## src/hdl/ehm_pkg.sv

```systemverilog
`default_nettype none

package ehm_pkg;

  // configuration register indexes
  typedef enum logic [2:0] {
    CFG_MIN_SAMPLE   = 3'd0,
    CFG_MIN_DISTINCT = 3'd1,
    CFG_REP_NUM      = 3'd2,
    CFG_REP_DEN      = 3'd3,
    CFG_MIN_PCT      = 3'd4,
    CFG_MAX_PCT      = 3'd5
  } ehm_cfg_idx_t;

  localparam int unsigned CFG_IDX_W = 3;
  localparam int unsigned CFG_DATA_W = 32;

  // reset values of the thresholds
  localparam logic [31:0] MIN_SAMPLE_RST   = 32'd256;
  localparam logic [8:0]  MIN_DISTINCT_RST = 9'd128;
  localparam logic [15:0] REP_NUM_RST      = 16'd1;
  localparam logic [15:0] REP_DEN_RST      = 16'd8;
  localparam logic [6:0]  MIN_PCT_RST      = 7'd45;
  localparam logic [6:0]  MAX_PCT_RST      = 7'd55;

  localparam logic [29:0] WORD_MAX       = 30'h3FFF_FFFF;
  localparam logic [6:0]  PERCENT_SCALE  = 7'd100;
  localparam logic [1:0]  LAST_FILL      = 2'd3;

  localparam int unsigned IN_DATA_W  = 8;
  localparam int unsigned OUT_DATA_W = 104;

  // live threshold set
  typedef struct packed {
    logic [31:0] min_sample;
    logic [8:0]  min_distinct;
    logic [15:0] rep_num;
    logic [15:0] rep_den;
    logic [6:0]  min_pct;
    logic [6:0]  max_pct;
  } ehm_cfg_t;

  // classified byte handed from front to back
  typedef struct packed {
    logic [7:0] value;
    logic [3:0] ones;
    logic       new_value;
  } ehm_item_t;

endpackage

`default_nettype wire

```

## src/hdl/ehm_front.sv

```systemverilog
`default_nettype none

module ehm_front
  import ehm_pkg::*;
(
  input  wire logic                 clk,
  input  wire logic                 rst_n,
  input  wire logic                 in_tvalid,
  output logic                      in_tready,
  input  wire logic [IN_DATA_W-1:0] in_tdata,  // [7:0] sample_byte
  input  wire logic                 q_full,
  output logic                      q_push,
  output ehm_item_t                 q_item
);

  logic [255:0] seen_r;
  logic [255:0] seen_nxt;
  logic [7:0]   value;
  logic [3:0]   ones;

  assign value     = in_tdata[7:0];
  assign in_tready = !q_full;
  assign q_push    = in_tvalid && in_tready;

  // popcount of the sample byte
  always_comb begin
    ones = 4'd0;
    for (int i = 0; i < 8; i++) begin
      ones = ones + {3'd0, value[i]};
    end
  end

  assign q_item.value     = value;
  assign q_item.ones      = ones;
  assign q_item.new_value = !seen_r[value];

  // seen map marks each value on its first transfer
  always_comb begin
    seen_nxt = seen_r;
    if (q_push) begin
      seen_nxt[value] = 1'b1;
    end
  end

  always_ff @(posedge clk) begin
    if (!rst_n) begin
      seen_r <= '0;
    end else begin
      seen_r <= seen_nxt;
    end
  end

endmodule

`default_nettype wire

```

## config.mk

```make
export PLATFORM = sky130hd
export DESIGN_NAME = ehm_front
export DESIGN_NICKNAME = d
export VERILOG_FILES = /design/src/hdl/ehm_pkg.sv /design/src/hdl/ehm_front.sv
export SDC_FILE = /design/constraint.sdc
export NUM_CORES = 1
export LEC_CHECK = 0
export ABC_CLOCK_PERIOD_IN_PS = 4650
export BUFFER_PORTS_ARGS = -buffer_cell sky130_fd_sc_hd__buf_2
export CAP_MARGIN = 20
export CORE_MARGIN = 5
export CORE_UTILIZATION = 30
export CTS_BUF_LIST = sky130_fd_sc_hd__clkbuf_16
export DETAILED_ROUTE_END_ITERATION = 6
export HOLD_SLACK_MARGIN = 0.05
export SLEW_MARGIN = 15
export SYNTH_ARGS = -nofsm -noshare
export SYNTH_HDL_FRONTEND = slang
export SYNTH_SLANG_ARGS = --single-unit
export TNS_END_PERCENT = 5
```

## constraint.sdc

```tcl
create_clock -name clk -period 4.65 [get_ports clk]
set_input_delay 0.93 -clock clk [delete_from_list [all_inputs] [get_ports clk]]
set_output_delay 0.93 -clock clk [all_outputs]
set_load 0.005 [all_outputs]
```

==> reports/qor.yml <==
outcome:
  status: "finished, final reports clean"
floorplan:
  die_area_um2: 39800
  rows: 69
  coreArea_um2: 35500
  io_pins: 27
  die_x_um: 199
  die_y_um: 199
  start_util_pct: 30.3
detailed_routing:
  routed_via_density: 5.12
  drt_pre_antenna_iters: 5
  post_drt_wl_per_cell_um: 18.7
  drt_first_iter_violations: 567
  detail-route-antenna-nets: 0
  dr_total_vias: 7859
  drc: 0
  routed_wl_um: 28700
final_layout:
  fin_util_pct: 34.0
  final_common_cell: "dfxtp_1"
  largest_reg_flops: 256
  top_register: "seen_r"
  drive_gt1_share_pct: 14.2
  fillCellCount: 3527
  layoutNonFillerInstCount: 1535
  final_cell_mix: "dfxtp_1, nor2_1, o21a_1, mux4_2, a21oi_1"
  nNetsFinal: 1078
  area_delta_synth_final_pct: 12.1
  reg_top3: "seen_r x256"
  antennaDiodeCount: 0
worst_setup_path:
  start_kind: "input pin"
  crit_type: "input pin to output port"
  crit_arrival_ns: 3.54
  crit_required_ns: 3.72
  r2r_slack_ns: 4.04
  reg2regPathDepth: 1
  path_max_fanout: 2
  crit_path_end_kind: "output port"
synthesis:
  synth_cells: 1071
  synth_ff_type: "dfxtp_1"
  ys_ff_latch: 256
  syn_area_um2: 10800
  syn_avg_cell_area_um2: 10.1
  ys_seq_area_share_pct: 47.6
  async_flop_share_pct: 0
  synth_edf_count: 0
  yosysWarnings: 0
  ys_types: 25
  synth_nets: 1094
power:
  power.density_nw_per_um2: 361
  leakage_nw: 4.11
  vdd_drop_max_uv: 237
  fin_total_pwr_mw: 4.36
clock_network:
  cts_buffers: 27
  clock_path_buffers: 3
  clock_sinks: 256
  cts.repair.resized: 0
  cts_tree: "yes"
  cts_setup_buffers: 0
  root_buffer: "clkbuf_16"
  cts_hold_buffers: 0
  insertion_delay_ns: 0.52
  htree_levels: 1
  cts.clk_slew.worst_paths_ns: 0.06
placement:
  dp_cells: 1487
  dpl.hpwl_um: 17300
  place.port_buffers: 26
  gp_congestion: 0.769
  dp_slack_ns: 0.128
grt:
  grt_pass1_vias: 7608
  antenna_found_initial: 0
  grt-ovfl-total: 0
  grt_pass1_wl_um: 44500
  grt.total_usage_pct: 14.3
  grt_max_degree: 110
timing:
  max-slew-margin-rel_pct: 41.1
  setup_tns_ns: 0
  finalCritPeriodShare_pct: 96.1
  setup_viol: 0
  finalHoldViolations: 0
  setup_ws_ns: 0.184
  slew_violations: 0
  tightest_slew_ns: 0.881
  max_freq_mhz: 224
  period_needed_ns: 4.47
  rsz0062_at_grt: "false"
  clock-skew-final_ns: 0
flow_run:
  timing.max_cap.violations: 0
hold_path:
  worstHoldPathCells: 1
  hold_path_class: "flop to flop"
-- final cells by class --
class	instances	area (um2)	share of cell area, %
multi-input cells	706	5170	42.8
flip-flops and latches	256	5120	42.5
clock buffers	27	676	5.60
well taps	461	577	4.78
repair buffers	50	384	3.18
clock inverters	21	87.6	0.726
inverters	14	52.6	0.435
-- Yosys cell counts (all sizes together) (7+ instances only) --
library cell | instances | area [um2]
buf | 20 | 149
a21oi | 49 | 245
and2 | 9 | 56.3
nor2b | 36 | 225
ha | 7 | 87.6
clkbuf | 75 | 282
mux4 | 64 | 1440
a22oi | 32 | 240
dfxtp | 256 | 5120
o21a | 224 | 1680
nor2 | 233 | 875
nand2 | 31 | 116
inv | 14 | 52.6
nand3 | 7 | 35.0
-- final timing paths --
check,start,to
worst max-delay path,in_tdata[0],q_item[3]
worst min-delay path,seen_r[175],seen_r[175]
worst max register to register,seen_r[83],seen_r[83]
worst min register to register,seen_r[175],seen_r[175]
-- routing by layer --
metal | vias up | part of all wire (%) | global-route usage [%]
li1 | 3689 | - | -
met5 | - | 0 | 0
met2 | 222 | 47 | 23.6
met1 | 3906 | 45 | 19.5
met4 | 0 | 2.2 | 3.67
met3 | 42 | 5.9 | 2.38
-- metrics by stage --
| step | hold slack (ns) | instance area, um2 |
|---|---|---|
| floorplan | 0.435 | 10800 |
| global placement | 0.441 | 11300 |
| detailed placement | 0.448 | 11300 |
| CTS | 0.461 | 12100 |
| global route | 0.472 | 12100 |
| finish | 0.460 | 12100 |
-- critical path: stages --
cell and delay, ns:
buf_4 0.14, fa_1 0.54, inv_1 0.05, fa_1 0.52
fa_1 0.42, inv_1 0.07, ha_1 0.15, inv_1 0.05
fa_1 0.37, xnor2_1 0.15, buf_2 0.13
-- cell families after synthesis --
logic type	synth area share (%)
buffers and inverters	4.49
and+or+nand+nor	12.4
DFF	47.6
xor gates and xnor gates	0.0814
muxes	13.4
AOI/OAI and AO/OA	20.5
adders and majority gates	1.56
-- report_power, final --
group	switching, mW	internal, mW
sequential	0.00132	2.20
clock	0.855	1.04
combinational	0.178	0.0901
total	1.03	3.33
Power figures use the tool's default switching activity.
