## src/hdl/ehm_pkg.sv

```systemverilog
`default_nettype none

package ehm_pkg;

  // configuration register indexes
  typedef enum logic [2:0] {
    CFG_MIN_SAMPLE   = 3'd0,
    CFG_MIN_DISTINCT = 3'd1,
    CFG_REP_NUM      = 3'd2,
    CFG_REP_DEN      = 3'd3,
    CFG_MIN_PCT      = 3'd4,
    CFG_MAX_PCT      = 3'd5
  } ehm_cfg_idx_t;

  localparam int unsigned CFG_IDX_W = 3;
  localparam int unsigned CFG_DATA_W = 32;

  // reset values of the thresholds
  localparam logic [31:0] MIN_SAMPLE_RST   = 32'd256;
  localparam logic [8:0]  MIN_DISTINCT_RST = 9'd128;
  localparam logic [15:0] REP_NUM_RST      = 16'd1;
  localparam logic [15:0] REP_DEN_RST      = 16'd8;
  localparam logic [6:0]  MIN_PCT_RST      = 7'd45;
  localparam logic [6:0]  MAX_PCT_RST      = 7'd55;

  localparam logic [29:0] WORD_MAX       = 30'h3FFF_FFFF;
  localparam logic [6:0]  PERCENT_SCALE  = 7'd100;
  localparam logic [1:0]  LAST_FILL      = 2'd3;

  localparam int unsigned IN_DATA_W  = 8;
  localparam int unsigned OUT_DATA_W = 104;

  // live threshold set
  typedef struct packed {
    logic [31:0] min_sample;
    logic [8:0]  min_distinct;
    logic [15:0] rep_num;
    logic [15:0] rep_den;
    logic [6:0]  min_pct;
    logic [6:0]  max_pct;
  } ehm_cfg_t;

  // classified byte handed from front to back
  typedef struct packed {
    logic [7:0] value;
    logic [3:0] ones;
    logic       new_value;
  } ehm_item_t;

endpackage

`default_nettype wire

```

## src/hdl/ehm_queue.sv

```systemverilog
`default_nettype none

module ehm_queue
  import ehm_pkg::*;
#(
  parameter int unsigned DEPTH = 4
) (
  input  wire logic      clk,
  input  wire logic      rst_n,
  input  wire logic      push,
  input  wire ehm_item_t push_item,
  output logic           full,
  input  wire logic      pop,
  output logic           not_empty,
  output ehm_item_t      head
);

  localparam int unsigned AW = (DEPTH > 1) ? $clog2(DEPTH) : 1;
  localparam int unsigned CW = $clog2(DEPTH + 1);
  localparam logic [AW-1:0] LAST_PTR = AW'(DEPTH - 1);
  localparam logic [CW-1:0] FULL_CNT = CW'(DEPTH);

  ehm_item_t       mem_r [DEPTH];
  logic [AW-1:0]   wr_ptr_r, wr_ptr_nxt;
  logic [AW-1:0]   rd_ptr_r, rd_ptr_nxt;
  logic [CW-1:0]   count_r, count_nxt;

  assign full      = (count_r == FULL_CNT);
  assign not_empty = (count_r != '0);
  assign head      = mem_r[rd_ptr_r];

  // pointer and fill count
  always_comb begin
    wr_ptr_nxt = wr_ptr_r;
    rd_ptr_nxt = rd_ptr_r;
    count_nxt  = count_r;
    if (push) begin
      wr_ptr_nxt = (wr_ptr_r == LAST_PTR) ? '0 : wr_ptr_r + AW'(1);
    end
    if (pop) begin
      rd_ptr_nxt = (rd_ptr_r == LAST_PTR) ? '0 : rd_ptr_r + AW'(1);
    end
    if (push && !pop) begin
      count_nxt = count_r + CW'(1);
    end else if (pop && !push) begin
      count_nxt = count_r - CW'(1);
    end
  end

  always_ff @(posedge clk) begin
    if (!rst_n) begin
      wr_ptr_r <= '0;
      rd_ptr_r <= '0;
      count_r  <= '0;
    end else begin
      wr_ptr_r <= wr_ptr_nxt;
      rd_ptr_r <= rd_ptr_nxt;
      count_r  <= count_nxt;
    end
  end

  // entry storage
  always_ff @(posedge clk) begin
    if (push) begin
      mem_r[wr_ptr_r] <= push_item;
    end
  end

endmodule

`default_nettype wire

```

## config.mk

```make
export PLATFORM = sky130hd
export DESIGN_NAME = ehm_queue
export DESIGN_NICKNAME = d
export VERILOG_FILES = /design/src/hdl/ehm_pkg.sv /design/src/hdl/ehm_queue.sv
export SDC_FILE = /design/constraint.sdc
export NUM_CORES = 1
export LEC_CHECK = 0
export BUFFER_PORTS_ARGS = -buffer_cell sky130_fd_sc_hd__buf_2
export CORE_AREA = 2 2 68 70
export CTS_CLUSTER_DIAMETER = 30
export DETAILED_ROUTE_END_ITERATION = 8
export DIE_AREA = 0 0 70 72
export GPL_ROUTABILITY_DRIVEN = 0
export HOLD_SLACK_MARGIN = 0.08
export PLACE_DENSITY = 0.77
export SLEW_MARGIN = 30
export SYNTH_ARGS = -nofsm -noshare
export SYNTH_HDL_FRONTEND = slang
export SYNTH_SLANG_ARGS = --single-unit
```

## constraint.sdc

```tcl
create_clock -name clk -period 1.6 [get_ports clk]
set_input_delay 0.08 -clock clk [delete_from_list [all_inputs] [get_ports clk]]
set_output_delay 0.08 -clock clk [all_outputs]
set_load 0.02 [all_outputs]
```

==> flow_summary.toml <==
[synth]
syn_inst = 111
avgSynthCellArea_sq_um = 21.1
post_synth_instance_area_sq_mm = 0.00234
netlist.top_cell.by_area = "sky130_fd_sc_hd__edfxtp_1"
ys_types = 21
syn_nets = 135
synth_async_sr_flop_share = 0
synthesis.yosys.warnings = 0
synth_flop_cell = "sky130_fd_sc_hd__edfxtp_1"
synth-edff-count = 52
post_synth_main_area_contributors = "sky130_fd_sc_hd__edfxtp_1, sky130_fd_sc_hd__mux4_2, sky130_fd_sc_hd__dfxtp_1"
synth-seq-area-share = 0.744
synth-seq-cells = 61
yosys.area.top_type_share = 0.667

[sta]
period_needed_ns = 1.61
fmaxAchievable_mhz = 621
skew_ns = 0.00769
rsz0062_at_grt = "true"
report.final.hold_viol_count = 0
report.final.setup_viol = 2
maxSlewViolCount = 0
timing_worst_slew_pin_value_ns = 0.643
slew_headroom = 0.571
setup_ws_ns = -0.0107
finalHoldWorstSlack_ns = 0.136
post-route-period-util = 1.01

[cts]
clock_tree.htree_level_count = 3
cts.root.buffer_cell = "sky130_fd_sc_hd__clkbuf_8"
cts_inserted_buffers = 9
cts_tree = "yes"
worst_setup_hold_path_clk_slew_ns = 0.06
clock_insertion_delay_worst_skew_ns = 0.32
clkSinkCount = 61
cts.path.max_buffers = 2

[floorplan]
design.core.area_sq_mm = 0.00426
die-area_sq_mm = 0.00504
floorplan.die.height_um = 72
floorplan.initialDensity = 0.549
overall_die_width_um = 70
floorplan.rows = 24
top_level_ports = 32

[worst_hold_path]
hold_path.class = "input pin to flip-flop"

[power_and_ir_drop]
vdd_ir_drop_max_mv = 0.775
leakage_dissipation_nw = 1.09
power.density_mw_per_mm2 = 1150

[setup_path]
worst_setup_path_start_kind = "flip-flop"
critical_path.endpoint_type = "output pin"
worst-endpoint-required_ns = 1.52
crit_type = "flip-flop to output pin"
worstPathMaxFanout = 7
timing.critical_path.arrival_ns = 1.53

[cells_and_area]
num_antenna_cells = 0
finish.instance_area_sq_mm = 0.00299
final_layout_size_suffix_gt1_frac = 0.377
area_delta_synth_final_pct = 27.7
final_cells = 227
postLayoutCoreUtil = 0.701
design.final.nets = 194

[outcome]
violated_checks = "negative setup slack"
outcome = "finished, violations left"

[grt]
overflow = 0
grt_usage = 0.162
grt_pass1_wl_um = 5860
grt_max_degree = 14
antenna_found_initial = 0
via_count_of_the_first_global_routing_pass = 1293

[route]
detailroute.via_count = 1168
top_signal_layer_used = "met4"
detail_route.first_pass.iterations = 4
dr_wl_met2_um = 2050
routed_wire_length_per_instance_um = 16.4
drtIter0Drc = 72
wl_met3_um = 150
detail_route.wirelength_um = 3710
met1Wirelength_um = 1460
avgViaCountPerCell = 5.15
drc = 0
drtAntennaViolNets = 0

[run]
timing.max_cap.violations = 0

[place]
place_area_sq_mm = 0.00259
numPlacedInstances = 196
port_buffers = 31
power breakdown:
part | total, mW | internal [mW] | switching [mW]
Sequential | 1.85 | 1.81 | 0.0390
Clock | 1.09 | 0.551 | 0.538
Combinational | 0.496 | 0.261 | 0.236
Total | 3.44 | 2.62 | 0.813
critical path, cell delays in order, from the launching register on:
cell and delay (ns):
sky130_fd_sc_hd__dfxtp_4 0.39, sky130_fd_sc_hd__buf_12 0.14, sky130_fd_sc_hd__mux4_2 0.52, sky130_fd_sc_hd__buf_6 0.15
worst paths after layout:
path,start,cells past startpoint,slack (ns),end
setup / recovery,flip-flop,3,-0.01,head[7]
hold / removal,pop,3,0.14,flip-flop
setup reg to reg,count_r[0],4,0.09,count_r[2]
hold reg to reg,count_r[2],2,0.51,count_r[2]
cell type report:
class	count	area [sq um]
Clock buffer	11	131
Clock inverter	5	27.5
Fill cell	270	1270
Inverter	4	15.0
Multi-Input combinational cell	44	559
Sequential cell	61	1750
Tap cell	52	65.1
Timing Repair Buffer	50	447
layout by cell type, fill, tap and decap left out:
cell                            instances
sky130_fd_sc_hd__a21boi_1               1
sky130_fd_sc_hd__and2_1                 3
sky130_fd_sc_hd__and2_2                 2
sky130_fd_sc_hd__buf_12                 1
sky130_fd_sc_hd__buf_16                 1
sky130_fd_sc_hd__buf_2                 18
sky130_fd_sc_hd__buf_4                  3
sky130_fd_sc_hd__buf_6                 13
sky130_fd_sc_hd__clkbuf_1               2
sky130_fd_sc_hd__clkbuf_8               9
sky130_fd_sc_hd__clkinv_2               4
sky130_fd_sc_hd__clkinvlp_4             1
sky130_fd_sc_hd__dfxtp_1                8
sky130_fd_sc_hd__dfxtp_4                1
sky130_fd_sc_hd__dlygate4sd3_1         14
sky130_fd_sc_hd__edfxtp_1              52
sky130_fd_sc_hd__fa_1                   1
sky130_fd_sc_hd__ha_1                   6
sky130_fd_sc_hd__inv_1                  4
sky130_fd_sc_hd__mux2i_1                4
sky130_fd_sc_hd__mux4_2                13
sky130_fd_sc_hd__nor2_1                 1
sky130_fd_sc_hd__nor2b_1                5
sky130_fd_sc_hd__nor3_1                 1
sky130_fd_sc_hd__nor3b_1                1
sky130_fd_sc_hd__o21a_1                 1
sky130_fd_sc_hd__o21ai_0                1
sky130_fd_sc_hd__or3_1                  2
sky130_fd_sc_hd__xnor2_1                1
sky130_fd_sc_hd__xor2_1                 1
cells in the mapped netlist (2+ instances only):
library cell               instances
sky130_fd_sc_hd__edfxtp_1         52
sky130_fd_sc_hd__mux4_1            3
sky130_fd_sc_hd__inv_1             4
sky130_fd_sc_hd__mux2i_1           4
sky130_fd_sc_hd__or3_1             2
sky130_fd_sc_hd__and2_1            5
sky130_fd_sc_hd__mux4_2           10
sky130_fd_sc_hd__dfxtp_1           9
sky130_fd_sc_hd__nor2b_1           5
sky130_fd_sc_hd__ha_1              6
stage by stage:
stage / TNS, ns / setup slack (ns) / total power, mW
after floorplan: 0 / 0.194 / 2.14
after global placement: 0 / 0.0930 / 2.26
after detailed placement: -0.0426 / -0.0426 / 2.28
after CTS: -0.131 / -0.0341 / 3.46
after global routing: -0.525 / -0.0645 / 3.60
final: -0.0151 / -0.0107 / 3.44
routing by layer:
layer,global-route usage,vias up
met5,0,-
met4,0.0769,0
met3,0.0514,7
met2,0.292,27
met1,0.175,577
li1,-,557
kinds of logic (layout without fill, tap and decap cells):
group,Yosys count,after routing,share of synthesized area
fa+ha+maj,7,7,0.0406
mux,17,17,0.147
xor+xnor,2,2,0.00748
compound gates,3,3,0.00855
buf+inv,6,70,0.0134
simple gates,15,15,0.0390
flops,61,61,0.744
sequential cells by signal, summed over array words and instances (netlist names), named ones only:
| name | count |
|---|---|
| mem_r | 52 |
| count_r | 3 |
| rd_ptr_r | 2 |
| wr_ptr_r | 2 |
what timing repair did:
item,CTS,global route
hold endpoints to repair,61,0
endpoints found under the setup margin,13,29
cloned,1,0
hold buffers,14,0
setup buffers,0,0
pin swaps,0,0
resized for setup,30,5
No activity file was read; power rests on OpenSTA's default activity.
