**src/hdl/ehm_pkg.sv**
```systemverilog
`default_nettype none

package ehm_pkg;

  // configuration register indexes
  typedef enum logic [2:0] {
    CFG_MIN_SAMPLE   = 3'd0,
    CFG_MIN_DISTINCT = 3'd1,
    CFG_REP_NUM      = 3'd2,
    CFG_REP_DEN      = 3'd3,
    CFG_MIN_PCT      = 3'd4,
    CFG_MAX_PCT      = 3'd5
  } ehm_cfg_idx_t;

  localparam int unsigned CFG_IDX_W = 3;
  localparam int unsigned CFG_DATA_W = 32;

  // reset values of the thresholds
  localparam logic [31:0] MIN_SAMPLE_RST   = 32'd256;
  localparam logic [8:0]  MIN_DISTINCT_RST = 9'd128;
  localparam logic [15:0] REP_NUM_RST      = 16'd1;
  localparam logic [15:0] REP_DEN_RST      = 16'd8;
  localparam logic [6:0]  MIN_PCT_RST      = 7'd45;
  localparam logic [6:0]  MAX_PCT_RST      = 7'd55;

  localparam logic [29:0] WORD_MAX       = 30'h3FFF_FFFF;
  localparam logic [6:0]  PERCENT_SCALE  = 7'd100;
  localparam logic [1:0]  LAST_FILL      = 2'd3;

  localparam int unsigned IN_DATA_W  = 8;
  localparam int unsigned OUT_DATA_W = 104;

  // live threshold set
  typedef struct packed {
    logic [31:0] min_sample;
    logic [8:0]  min_distinct;
    logic [15:0] rep_num;
    logic [15:0] rep_den;
    logic [6:0]  min_pct;
    logic [6:0]  max_pct;
  } ehm_cfg_t;

  // classified byte handed from front to back
  typedef struct packed {
    logic [7:0] value;
    logic [3:0] ones;
    logic       new_value;
  } ehm_item_t;

endpackage

`default_nettype wire

```
**src/hdl/ehm_back.sv**
```systemverilog
`default_nettype none

module ehm_back
  import ehm_pkg::*;
(
  input  wire logic                  clk,
  input  wire logic                  rst_n,
  input  wire ehm_cfg_t              cfg,
  input  wire logic                  item_valid,
  input  wire ehm_item_t             item,
  output logic                       pop,
  output logic                       out_tvalid,
  input  wire logic                  out_tready,
  // [0] healthy, [32:1] byte_count, [41:33] distinct_count, [71:42] word_count,
  // [101:72] repeat_count, [102] all_constant, [103] zero
  output logic [OUT_DATA_W-1:0]      out_tdata
);

  logic advance;

  // running statistics
  logic [31:0] byte_total_r, byte_total_nxt;
  logic [34:0] ones_total_r, ones_total_nxt;
  logic [8:0]  distinct_r, distinct_nxt;
  logic [23:0] partial_r, partial_nxt;
  logic [1:0]  fill_r, fill_nxt;
  logic [29:0] word_total_r, word_total_nxt;
  logic [31:0] or_r, or_nxt;
  logic [31:0] and_r, and_nxt;
  logic [29:0] repeat_r, repeat_nxt;
  logic [31:0] prev_r, prev_nxt;
  logic [31:0] first_r, first_nxt;
  logic        word_seen_r, word_seen_nxt;
  logic        const_r, const_nxt;
  logic [31:0] word;

  // pipeline valid bits
  logic s1_valid_r, s1_valid_nxt;
  logic s2_valid_r, s2_valid_nxt;
  logic out_valid_r, out_valid_nxt;

  // product stage
  logic [45:0] rep_lhs_r, rep_rhs_r;
  logic [41:0] ones_pct_r;
  logic [38:0] low_pct_r, high_pct_r;
  logic        base_ok_r;
  logic [31:0] s2_bytes_r;
  logic [8:0]  s2_distinct_r;
  logic [29:0] s2_words_r, s2_repeats_r;
  logic        s2_const_r;

  // output register
  logic [OUT_DATA_W-1:0] out_data_r, out_data_nxt;
  logic                  healthy;

  assign advance    = !out_valid_r || out_tready;
  assign pop        = advance && item_valid;
  assign out_tvalid = out_valid_r;
  assign out_tdata  = out_data_r;
  assign word       = {partial_r, item.value};

  // statistics update, one byte per transfer out of the queue
  always_comb begin
    byte_total_nxt = byte_total_r;
    ones_total_nxt = ones_total_r;
    distinct_nxt   = distinct_r;
    partial_nxt    = partial_r;
    fill_nxt       = fill_r;
    word_total_nxt = word_total_r;
    or_nxt         = or_r;
    and_nxt        = and_r;
    repeat_nxt     = repeat_r;
    prev_nxt       = prev_r;
    first_nxt      = first_r;
    word_seen_nxt  = word_seen_r;
    const_nxt      = const_r;
    if (pop) begin
      // byte and ones counts freeze together once the byte count is full
      if (!(&byte_total_r)) begin
        byte_total_nxt = byte_total_r + 32'd1;
        ones_total_nxt = ones_total_r + {31'd0, item.ones};
      end
      if (item.new_value) begin
        distinct_nxt = distinct_r + 9'd1;
      end
      if (fill_r != LAST_FILL) begin
        partial_nxt = {partial_r[15:0], item.value};
        fill_nxt    = fill_r + 2'd1;
      end else begin
        partial_nxt = '0;
        fill_nxt    = '0;
        if (word_total_r != WORD_MAX) begin
          word_total_nxt = word_total_r + 30'd1;
        end
        or_nxt  = or_r | word;
        and_nxt = and_r & word;
        if (word_seen_r && (word == prev_r) && (repeat_r != WORD_MAX)) begin
          repeat_nxt = repeat_r + 30'd1;
        end
        prev_nxt = word;
        if (!word_seen_r) begin
          word_seen_nxt = 1'b1;
          first_nxt     = word;
          const_nxt     = 1'b1;
        end else if (word != first_r) begin
          const_nxt = 1'b0;
        end
      end
    end
  end

  always_ff @(posedge clk) begin
    if (!rst_n) begin
      byte_total_r <= '0;
      ones_total_r <= '0;
      distinct_r   <= '0;
      partial_r    <= '0;
      fill_r       <= '0;
      word_total_r <= '0;
      or_r         <= '0;
      and_r        <= '1;
      repeat_r     <= '0;
      prev_r       <= '0;
      first_r      <= '0;
      word_seen_r  <= 1'b0;
      const_r      <= 1'b0;
    end else begin
      byte_total_r <= byte_total_nxt;
      ones_total_r <= ones_total_nxt;
      distinct_r   <= distinct_nxt;
      partial_r    <= partial_nxt;
      fill_r       <= fill_nxt;
      word_total_r <= word_total_nxt;
      or_r         <= or_nxt;
      and_r        <= and_nxt;
      repeat_r     <= repeat_nxt;
      prev_r       <= prev_nxt;
      first_r      <= first_nxt;
      word_seen_r  <= word_seen_nxt;
      const_r      <= const_nxt;
    end
  end

  // valid bits move together while the output side is not stalled
  always_comb begin
    s1_valid_nxt  = s1_valid_r;
    s2_valid_nxt  = s2_valid_r;
    out_valid_nxt = out_valid_r;
    if (advance) begin
      s1_valid_nxt  = pop;
      s2_valid_nxt  = s1_valid_r;
      out_valid_nxt = s2_valid_r;
    end
  end

  always_ff @(posedge clk) begin
    if (!rst_n) begin
      s1_valid_r  <= 1'b0;
      s2_valid_r  <= 1'b0;
      out_valid_r <= 1'b0;
    end else begin
      s1_valid_r  <= s1_valid_nxt;
      s2_valid_r  <= s2_valid_nxt;
      out_valid_r <= out_valid_nxt;
    end
  end

  // products for the ratio tests plus the simple threshold checks
  always_ff @(posedge clk) begin
    if (advance) begin
      rep_lhs_r     <= 46'(repeat_r) * 46'(cfg.rep_den);
      rep_rhs_r     <= 46'(word_total_r) * 46'(cfg.rep_num);
      ones_pct_r    <= 42'(ones_total_r) * 42'(PERCENT_SCALE);
      low_pct_r     <= 39'(byte_total_r) * 39'(cfg.min_pct);
      high_pct_r    <= 39'(byte_total_r) * 39'(cfg.max_pct);
      base_ok_r     <= (byte_total_r >= cfg.min_sample) && (word_total_r != '0) &&
                       (or_r != '0) && !(&and_r) && !const_r &&
                       (distinct_r >= cfg.min_distinct);
      s2_bytes_r    <= byte_total_r;
      s2_distinct_r <= distinct_r;
      s2_words_r    <= word_total_r;
      s2_repeats_r  <= repeat_r;
      s2_const_r    <= const_r;
    end
  end

  // final verdict; bit totals are byte totals times eight
  assign healthy = base_ok_r && (rep_lhs_r <= rep_rhs_r) &&
                   (ones_pct_r >= {low_pct_r, 3'b000}) &&
                   (ones_pct_r <= {high_pct_r, 3'b000});

  assign out_data_nxt = {1'b0, s2_const_r, s2_repeats_r, s2_words_r,
                         s2_distinct_r, s2_bytes_r, healthy};

  always_ff @(posedge clk) begin
    if (advance) begin
      out_data_r <= out_data_nxt;
    end
  end

endmodule

`default_nettype wire

```
**config.mk**
```make
export PLATFORM = sky130hd
export DESIGN_NAME = ehm_back
export DESIGN_NICKNAME = d
export VERILOG_FILES = /design/src/hdl/ehm_pkg.sv /design/src/hdl/ehm_back.sv
export SDC_FILE = /design/constraint.sdc
export NUM_CORES = 2
export LEC_CHECK = 0
export BUFFER_PORTS_ARGS = -buffer_cell sky130_fd_sc_hd__buf_2
export CORE_AREA = 10 10 461 463
export DETAILED_ROUTE_END_ITERATION = 10
export DIE_AREA = 0 0 471 473
export GPL_ROUTABILITY_DRIVEN = 0
export PLACE_DENSITY = 0.55
export SETUP_SLACK_MARGIN = 0.1
export SYNTH_ARGS = -nofsm -noshare
export SYNTH_HDL_FRONTEND = slang
export SYNTH_SLANG_ARGS = --single-unit
```
**constraint.sdc**
```tcl
create_clock -name clk -period 18.1 [get_ports clk]
set_clock_uncertainty 0.05 [all_clocks]
set_input_delay 0.905 -clock clk [delete_from_list [all_inputs] [get_ports clk]]
set_output_delay 0.905 -clock clk [all_outputs]
set_load 0.02 [all_outputs]
```
==> results.sh <==
export IMPL_cts_resized=0
export IMPL_std_cell_rows=166
export IMPL_min_period_over_period_pct=41.6
export IMPL_vias_per_cell=5.03
export IMPL_final_area_um2=83300
export IMPL_start_util_pct=37.7
export IMPL_post_cts_buffers=0
export IMPL_dp_hpwl_um=150000
export IMPL_die_h_um=473
export IMPL_cts_root_buffer="clkbuf_16"
export IMPL_drt_total_wl_um=202000
export IMPL_placedCellCount=10600
export IMPL_fin_setup_tns_ns=0
export IMPL_critical_path_class="register to register"
export IMPL_grtUsageTotal_pct=18.1
export IMPL_status="complete, no violations"
export IMPL_p_leak_nw=39.8
export IMPL_drc=0
export IMPL_grt_pass1_wl_um=324000
export IMPL_critical_path_top_delay_family="adder cells"
export IMPL_seq_power_share_pct=45.0
export IMPL_grt_pass1_vias=57600
export IMPL_start_kind="register"
export IMPL_worst_pin_slew_ns=1.11
export IMPL_finalCriticalPeriod_ns=7.52
export IMPL_slew_headroom_pct=26.0
export IMPL_drive_gt1_share_pct=5.81
export IMPL_synth_cell_types=86
export IMPL_dieArea_um2=223000
export IMPL_yosysWarningCount=0
export IMPL_finalNonFillerCells=10800
export IMPL_seq_area_frac_synth_pct=24.0
export IMPL_grt_max_degree=117
export IMPL_rsz0062_at_grt="false"
export IMPL_cts_hold_buf=0
export IMPL_worst_path_max_fanout=20
export IMPL_power_density_nw_per_um2=47.3
export IMPL_cts_tree="built"
export IMPL_max_freq_mhz=133
export IMPL_drt_iter0_markers=3056
export IMPL_synthesis_area_um2=76800
export IMPL_chipWidth_um=471
export IMPL_slowest_stage="dfxtp_1"
export IMPL_cts_buffer_depth=3
export IMPL_vias=54300
export IMPL_ys_flop_type="edfxtp_1"
export IMPL_ant_nets=0
export IMPL_min_path_type="register to register"
export IMPL_fin_ws_ns=10.58
export IMPL_ir_drop_uv=84.4
export IMPL_cts_buffers_inserted=91
export IMPL_cts_clk_slew_worst_paths_ns=0.06
export IMPL_clock_latency_ns=0.76
export IMPL_ios=210
export IMPL_cp_arrival_ns=7.92
export IMPL_antenna_found_initial=4
export IMPL_synth_avg_cell_area_um2=9.51
export IMPL_ys_async_sr_fraction_pct=0
export IMPL_place_ws_ns=10.14
export IMPL_crit_chain="and2_1 -> fa_1 -> inv_1 -> fa_1 -> fa_1 -> inv_1 -> fa_1 -> fa_1 -> inv_1 -> fa_1 -> inv_1 -> ha_1 -> nand4_1 -> a211oi_1 -> a211oi_1 -> o21ai_1 -> nand4_1 -> o31ai_1 -> a221o_1 -> or4b_1 -> nand4b_1"
export IMPL_synth_edff_count=416
export IMPL_drt_pass1_iter_count=5
export IMPL_drv_cap=0
export IMPL_cp_end_kind="register"
export IMPL_nets=9871
export IMPL_p_sw_share_pct=25.6
export IMPL_core_area_um2=204000
export IMPL_ys_seq_elements=711
export IMPL_routedWlPerCell_um=18.7
export IMPL_syn_inst=8077
export IMPL_port_buffers=208
export IMPL_final_max_slew_violation_count=0
export IMPL_grt_overflow_total=0
export IMPL_cpMostUsedCell="fa_1"
export IMPL_finalSetupViolCount=0
export IMPL_cts_sinks=711
export IMPL_syn_to_final_growth_pct=8.42
export IMPL_hold_viol_final=0
export IMPL_place_area_um2=80200
export IMPL_intPower_mw=2.93
export IMPL_critPathMaxStageDelay_ns=1.05
export IMPL_cp_required_ns=18.50
export IMPL_critPathBufInv=4
export IMPL_htree_num_levels=3
export IMPL_share_clk_of_total_power_pct=47.4
export IMPL_p_switching_mw=1.01
export IMPL_syn_nets=9924
export IMPL_combPwrFrac_pct=7.5
cells in the mapped netlist (5+ instances only):
cell	count	area (µm²)
nand2b_1	22	138
a21o_1	159	1190
clkbuf_1	393	1480
o21bai_1	27	203
o21ai_0	178	891
ha_1	634	7930
edfxtp_1	416	12500
o31a_1	7	61.3
a211oi_1	21	158
xor2_1	111	972
a311oi_1	5	43.8
o21a_1	31	233
a21oi_1	269	1350
nand2_1	1253	4700
xnor2_1	245	2150
fa_1	1109	22200
a2111oi_0	9	78.8
dfxtp_1	295	5910
and2_1	619	3870
mux2i_1	7	70.1
a21boi_0	110	826
a31oi_1	23	144
or3_1	22	138
o31ai_1	10	75.1
nand3_1	84	420
buf_2	19	95.1
nor3_1	38	190
and4_1	19	166
buf_1	23	86.3
nor2b_1	80	500
a31o_2	8	70.1
nand4_1	93	582
and3_1	42	263
o211ai_1	17	128
nor2_1	131	492
nor4_1	33	206
inv_1	1393	5230
o21ai_1	6	30.0
nand3b_1	24	180
placed cells by master, fill, tap and decap left out, types with 27 or more instances in the layout:
| cell | n |
|---|---|
| a21boi_0 | 110 |
| a21o_1 | 159 |
| a21oi_1 | 269 |
| and2_1 | 619 |
| and3_1 | 41 |
| buf_2 | 207 |
| buf_4 | 87 |
| clkbuf_16 | 93 |
| dfxtp_1 | 295 |
| edfxtp_1 | 416 |
| fa_1 | 1109 |
| ha_1 | 634 |
| inv_1 | 1392 |
| nand2_1 | 1253 |
| nand3_1 | 83 |
| nand4_1 | 93 |
| nor2_1 | 130 |
| nor2b_1 | 80 |
| nor3_1 | 38 |
| nor4_1 | 33 |
| o21a_1 | 31 |
| o21ai_0 | 178 |
| o21bai_1 | 27 |
| xnor2_1 | 245 |
| xor2_1 | 111 |
cells by family after synthesis:
logic type	Yosys count	synth area share [%]
and+or+nand+nor	2490	15.8
DFF	711	24.0
xor gates and xnor gates	356	4.06
buffers and inverters	1834	9.02
AOI/OAI and AO/OA	935	7.82
other	1	0.00488
adders and majority gates	1743	39.2
muxes	7	0.0912
power by group through the flow:
stage | Sequential (mW) | Clock (mW) | Combinational [mW]
2_1_floorplan | 1.81 | 0 | 0.178
3_3_place_gp | 1.81 | 0 | 0.294
3_5_place_dp | 1.81 | 0 | 0.300
4_1_cts | 1.77 | 1.94 | 0.301
5_1_grt | 1.78 | 2.00 | 0.331
6_report | 1.77 | 1.87 | 0.297
sequential cells by signal, summed over array words and instances (netlist names), 24 cells and up:
| register | flops |
|---|---|
| s2_repeats_r | 30 |
| high_pct_r | 39 |
| and_r | 32 |
| prev_r | 32 |
| word_total_r | 30 |
| first_r | 32 |
| out_tdata | 103 |
| s2_words_r | 30 |
| s2_bytes_r | 32 |
| ones_pct_r | 40 |
| byte_total_r | 32 |
| repeat_r | 30 |
| partial_r | 24 |
| rep_lhs_r | 46 |
| rep_rhs_r | 46 |
| or_r | 32 |
| ones_total_r | 35 |
| low_pct_r | 39 |
metrics by stage:
| stage | util, % | total power [mW] | hold slack [ns] |
|---|---|---|---|
| floorplan | - | 1.99 | 0.350 |
| global placement | 39.4 | 2.10 | 0.352 |
| detailed placement | 39.4 | 2.11 | 0.355 |
| CTS | 40.9 | 4.02 | 0.337 |
| global route | 40.9 | 4.11 | 0.357 |
| finish | 40.9 | 3.94 | 0.337 |
routing by layer:
metal	global-route usage (%)	routed length [µm]	up-vias
met1	24.3	90500	27400
met4	4.82	4760	0
met5	0	0	-
met3	2.89	11000	259
li1	-	-	25300
met2	30.3	95500	1335
final cells by class:
type                    count  area (µm²)
multi-input cells        5532       51500
repair buffers            295        1700
well taps                2688        3360
diodes                      4        10.0
clock buffers             119        2460
fillers                 20100      120000
clock inverters            52         611
inverters                1393        5240
flip-flops and latches    711       18400
path summary, 6_finish.rpt:
kind                   end  depth (start not counted)             start  slack [ns]
min reg2reg  out_tdata[99]                          0  s2_repeats_r[27]        0.34
max reg2reg  rep_lhs_r[44]                         21       repeat_r[9]       10.58
min          out_tdata[99]                          0  s2_repeats_r[27]        0.34
max          rep_lhs_r[44]                         21       repeat_r[9]       10.58
worst reg2reg max path, stage by stage (launching register included):
cell,delay (ns)
dfxtp_1,1.05
and2_1,0.27
fa_1,0.43
inv_1,0.08
fa_1,0.43
fa_1,0.52
inv_1,0.06
fa_1,0.50
fa_1,0.54
inv_1,0.06
fa_1,0.48
inv_1,0.05
ha_1,0.38
nand4_1,0.20
a211oi_1,0.38
a211oi_1,0.15
o21ai_1,0.22
nand4_1,0.22
o31ai_1,0.61
a221o_1,0.32
or4b_1,0.13
nand4b_1,0.09
Power figures use the tool's default switching activity.
